--- config.mk ---
export PLATFORM = sky130hd
export DESIGN_NAME = mds_queue
export DESIGN_NICKNAME = d
export VERILOG_FILES = /design/src/hdl/mds_pkg.sv /design/src/hdl/mds_queue.sv
export SDC_FILE = /design/constraint.sdc
export NUM_CORES = 1
export LEC_CHECK = 0
export BUFFER_PORTS_ARGS = -buffer_cell sky130_fd_sc_hd__clkbuf_2
export CAP_MARGIN = 30
export CORE_UTILIZATION = 55
export CTS_BUF_LIST = sky130_fd_sc_hd__clkbuf_2 sky130_fd_sc_hd__clkbuf_4 sky130_fd_sc_hd__clkbuf_8
export DETAILED_ROUTE_END_ITERATION = 8
export PLACE_DENSITY = 0.76
export SLEW_MARGIN = 15
export SYNTH_ARGS = -nofsm -noshare
export SYNTH_HDL_FRONTEND = slang
export SYNTH_SLANG_ARGS = --single-unit
--- constraint.sdc ---
create_clock -name clk_i -period 3.85 [get_ports clk_i]
set_input_delay 0.77 -clock clk_i [delete_from_list [all_inputs] [get_ports clk_i]]
set_output_delay 0.77 -clock clk_i [all_outputs]
set_load 0.005 [all_outputs]
--- src/hdl/mds_pkg.sv ---
`timescale 1ns / 1ps
// ----------------------------------------------------------------------------
// mds_pkg: shared types and constants of the 2x2 RGBA mip reducer
// Sizes, register indexes and the block descriptor passed to the back end.
// ----------------------------------------------------------------------------
package mds_pkg;

  localparam int MaxWidth  = 4096;
  localparam int MaxHeight = 4096;
  localparam int LineDepth = MaxWidth / 2;
  localparam int LineAw    = $clog2(LineDepth);
  localparam int SizeW     = 13;
  localparam int CntW      = $clog2(MaxHeight + 1);
  localparam int QueueDepth = 4;
  localparam int QueueAw   = $clog2(QueueDepth);

  localparam logic [1:0] RegWidth  = 2'd0;
  localparam logic [1:0] RegHeight = 2'd1;
  localparam logic [1:0] RegMode   = 2'd2;

  // four 10-bit channel sums of one block, plus flags
  typedef struct packed {
    logic [9:0] sum_r;
    logic [9:0] sum_g;
    logic [9:0] sum_b;
    logic [9:0] sum_a;
    logic       normal;
    logic       last;
  } blk_t;

endpackage

--- src/hdl/mds_queue.sv ---
`timescale 1ns / 1ps
// ----------------------------------------------------------------------------
// mds_queue: short block descriptor FIFO
// Decouples block summing from the pixel finishing sequencer.
// ----------------------------------------------------------------------------
module mds_queue (
  input  logic          clk_i,
  input  logic          rst_ni,
  input  logic          push_i,
  input  mds_pkg::blk_t data_i,
  output logic          full_o,
  input  logic          pop_i,
  output logic          empty_o,
  output mds_pkg::blk_t data_o
);

  localparam int AW = mds_pkg::QueueAw;

  mds_pkg::blk_t mem_q [mds_pkg::QueueDepth];
  logic [AW-1:0] wp_q, rp_q;
  logic [AW:0]   cnt_q;

  assign full_o  = (cnt_q == (AW+1)'(mds_pkg::QueueDepth));
  assign empty_o = (cnt_q == '0);
  assign data_o  = mem_q[rp_q];

  always_ff @(posedge clk_i) begin
    if (push_i) mem_q[wp_q] <= data_i;
  end

  always_ff @(posedge clk_i or negedge rst_ni) begin
    if (!rst_ni) begin
      wp_q  <= '0;
      rp_q  <= '0;
      cnt_q <= '0;
    end else begin
      if (push_i) wp_q <= wp_q + AW'(1);
      if (pop_i) rp_q <= rp_q + AW'(1);
      cnt_q <= cnt_q + (AW+1)'(push_i) - (AW+1)'(pop_i);
    end
  end

endmodule

# Yosys cells after proc, flatten, opt, wreduce, memory -nomap -nowiden

Memory sizes are Yosys's and may differ from the RTL's.
Index checks and enable logic that the tools add are counted.

Flip-flop bits (word level): 7
Input port bits: 46
Memories: 1
RAM bits: 168

Memories:

| memory | depth | bits a word | rd ports | clocked after memory_dff | wr ports | line            | source |
|---|---|---|---|---|---|---|---|
| mem_q  | 4     | 42          | 1        | 0                        | 1        | mds_queue.sv:19 | `mds_pkg::blk_t mem_q [mds_pkg::QueueDepth];` |

Add/subtract/negate cells: 4
Reductions and logical operators: 1
Eq/ne operators: 1
Multiplexer cells: 2

Operator list:

| operator            | count |
|---|---|
| $add 2x1->2 const B | 2 |
| $add 3x1->3         | 1 |
| $eq 3x3->1 const B  | 1 |
| $logic_not 3->1     | 1 |
| $sub 3x1->3         | 1 |
| $mux 1              | 2 |

# Depth between registers and ports, before layout

Word-level depth: 2
Gate-level depth with buffers: 6
Gate-level depth less buffers: 6

# Worst setup path before layout

No wires, ideal clock.

Kind: input -> register
Start point: in push_i
End point: mem mem_q[1][0] (netlist name) (enable)
Path buffers: 0
Slack: 1660 ps
Data required time: 3447 ps
Arrival time: 1787 ps
Stages on the path: 1
Setup time: 403 ps
Cell sequence: and2_1

Cells in the longest elaborated chain, start to end: 2

RTL lines:

| item                         | line            | source |
|---|---|---|
| start: declaration           | mds_queue.sv:9  | `input logic push_i,` |
| $mux 1                       | mds_queue.sv:28 | `if (push_i) mem_q[wp_q] <= data_i;` |
| $mux 1 (not written as such) | mds_queue.sv:28 |  |
| end: declaration             | mds_queue.sv:19 |  |

No other way between the ends.

==> reports/metrics.yaml <==
clocking:
  holdBufCountCts: 0
  cts-resized-gates: 0
  cts.path.max_buffers: 2
  htreeDepth: 4
  clk_pin_slew_ps: 90
  cts_setup_buffers: 0
  ctsRootBufferMaster: "clkbuf_8"
  worstSkewPairLatency_ps: 440
  clock-sinks: 175
  cts_tree: "yes"
  cts_buffers: 17
synth:
  yosysTopAreaCell: "edfxtp_1"
  syn-num-nets: 307
  synthTopCellsByArea: "edfxtp_1 78%, mux4_2 13%, dfrtp_1 2.7%"
  synth_top_area_share: 0.7752
  syn_area_per_cell_um2: 25.62
  netlist_instances: 254
  synth_cell_types: 17
  ys_seq_area_frac: 0.8022
  synth_area_um2: 6507
  ys_ff_latch: 175
  yosysWarningCount: 0
routing:
  viasPerCell: 5.552
  vias: 2848
  wl_per_cell_um: 20.23
  ant_nets: 0
  drc_errors: 0
  drt_iter0_drc: 167
  wl_um: 10380
  drt-pass1-iter-count: 5
timing:
  final_hold_viol_count: 0
  clock.fmax_mhz: 331.9
  maxSlewViolCount: 0
  slew_headroom: 0.4196
  fin_setup_tns_ps: 0
  setup_violations: 0
  fin_skew_ps: 11.53
  period_needed_ps: 3013
  grt_setup_unrepaired: "false"
  final.period_utilization: 0.7826
  worst_pin_slew_ps: 870.6
cells_and_area:
  final_cell_mix: "168 x edfxtp_1, 89 x clkbuf_2, 38 x mux4_2, 17 x clkbuf_8"
  final_nets: 410
  seq_area_um2: 5225
  layout_commonest_cell: "edfxtp_1"
  final_core_util: 0.6537
  multiInputGateArea_um2: 1154
  post_route_cells_drive_above_1_share: 0.4595
  syn_to_final_growth_pct: 15.19
  instances_no_fill: 513
  filler_cell_count: 768
  diodes: 0
run:
  maxCapViolCount: 0
floorplanning:
  num_io_pins: 90
  start_util: 0.5675
  coreArea_um2: 11470
  die-area_um2: 12270
  fp.dieW_um: 110.8
  num_rows: 39
  fp.dieH_um: 110.8
placed_design:
  finalWeightedCongestion: 0.6624
  io_buffers: 89
  dp_cells: 481
  dp_hpwl_um: 6426
setup_path:
  critPathMaxFanout: 44
  path_class: "reg2out"
  worstPathRequired_ps: 3080
  slowest_delay_ps: 1010
  cp_slowest_cell: "dfrtp_4"
  crit_chain: "mux4_1 > clkbuf_2"
  cp.arrival_ps: 2240
  end_kind: "output port"
  startpoint_type: "flip-flop"
power:
  p_sw_frac: 0.2746
  p_clk_frac: 0.240
  p_sw_mw: 1.478
  power_density_nw_per_um2: 718.4
  combPwrFrac: 0.245
  seq_power_share: 0.515
  p_int_mw: 3.906
  vdd_drop_max_mv: 0.4019
  p_leak_nw: 2.645
  power.total_mw: 5.385
global_route:
  grt_max_degree: 45
  grt_pass1_vias: 3035
  gr-total-overflow: 0
  grt_pass1_wl_um: 16240
  antenna_found_initial: 0
  grt_util_all_layers: 0.1825
hold_path:
  worst_hold_path_type: "in2async"
status:
  status: "finished clean"
==> synthesized netlist by cell type <==
cell	instances
mux4_1	4
buf_6	1
fa_1	1
edfxtp_1	168
buf_2	5
inv_1	6
and3_1	1
xnor2_1	2
buf_12	4
nor3_1	1
and2_1	4
dfrtp_1	7
xor2_1	3
o21ai_0	1
nand2_1	2
mux4_2	38
ha_1	6
==> per-stage QoR <==
stage | area, um^2 | hold WS, ps | worst slack (ps)
floorplan | 6507 | 474.4 | 1660
global placement | 7056 | 510.4 | 1233
detailed placement | 7083 | 546.4 | 1246
CTS | 7496 | 130.2 | 762.2
global route | 7496 | 116.1 | 656.8
finish | 7496 | 155.1 | 837.1
==> path summary, 6_finish.rpt <==
path	startpoint	slack [ps]	cells after the start	end
worst max-delay path	rp_q[0]	840	2	data_o[41]
worst min-delay path	rst_ni	160	1	cnt_q[2]
worst max register to register	wp_q[0]	1830	4	mem_q[0][4]
worst min register to register	wp_q[0]	560	1	wp_q[0]
max in group asynchronous	rst_ni	3480	1	rp_q[0]
min in group clk_i	data_i[41]	540	1	mem_q[0][41]
==> flip-flops by register name (all words and copies together) (netlist names) <==
name / flops
mem_q: 168
cnt_q: 3
rp_q: 2
wp_q: 2
==> power groups by stage <==
| stage | Combinational (mW) | Clock (mW) | Sequential, mW |
|---|---|---|---|
| 2_1_floorplan | 1.07 | 0 | 2.60 |
| 3_3_place_gp | 1.27 | 0 | 2.85 |
| 3_5_place_dp | 1.35 | 0 | 2.84 |
| 4_1_cts | 1.35 | 1.32 | 2.79 |
| 5_1_grt | 1.43 | 1.40 | 2.83 |
| 6_report | 1.32 | 1.29 | 2.77 |
==> logic make-up (layout without fill, tap and decap cells) <==
logic type | count (synthesis) | after routing | synth area share
AO/OA/AOI/OAI | 1 | 1 | 0.0007683
AND/OR/NAND/NOR | 8 | 8 | 0.006729
flip-flops | 175 | 175 | 0.8022
XOR/XNOR | 5 | 5 | 0.006731
buffers and inverters | 16 | 132 | 0.02134
multiplexers | 42 | 42 | 0.1477
adder cells (fa/ha/maj) | 7 | 7 | 0.01461
==> critical path, delay by kind of cell, from the launching register on <==
| family | cells | cell delay, ps |
|---|---|---|
| buffers and inverters | 1 | 130 |
| multiplexers | 1 | 650 |
| flip-flops | 1 | 1010 |
==> final cells by class <==
class	count	share of cell area
Inverter	6	0.003005
Timing Repair Buffer	94	0.06710
Multi-Input combinational cell	63	0.1539
Tap cell	143	0.02387
Clock inverter	13	0.02187
Sequential cell	175	0.6970
Clock buffer	19	0.03322
==> metal layers <==
| layer | GRT usage | wire length (um) | vias to the layer above |
|---|---|---|---|
| li1 | - | - | 1276 |
| met4 | 0.07200 | 155 | 0 |
| met1 | 0.2294 | 4212 | 1481 |
| met3 | 0.06233 | 523 | 14 |
| met2 | 0.2948 | 5485 | 77 |
| met5 | 0 | 0 | - |
Note: power is estimated with default switching activity, not from simulation.
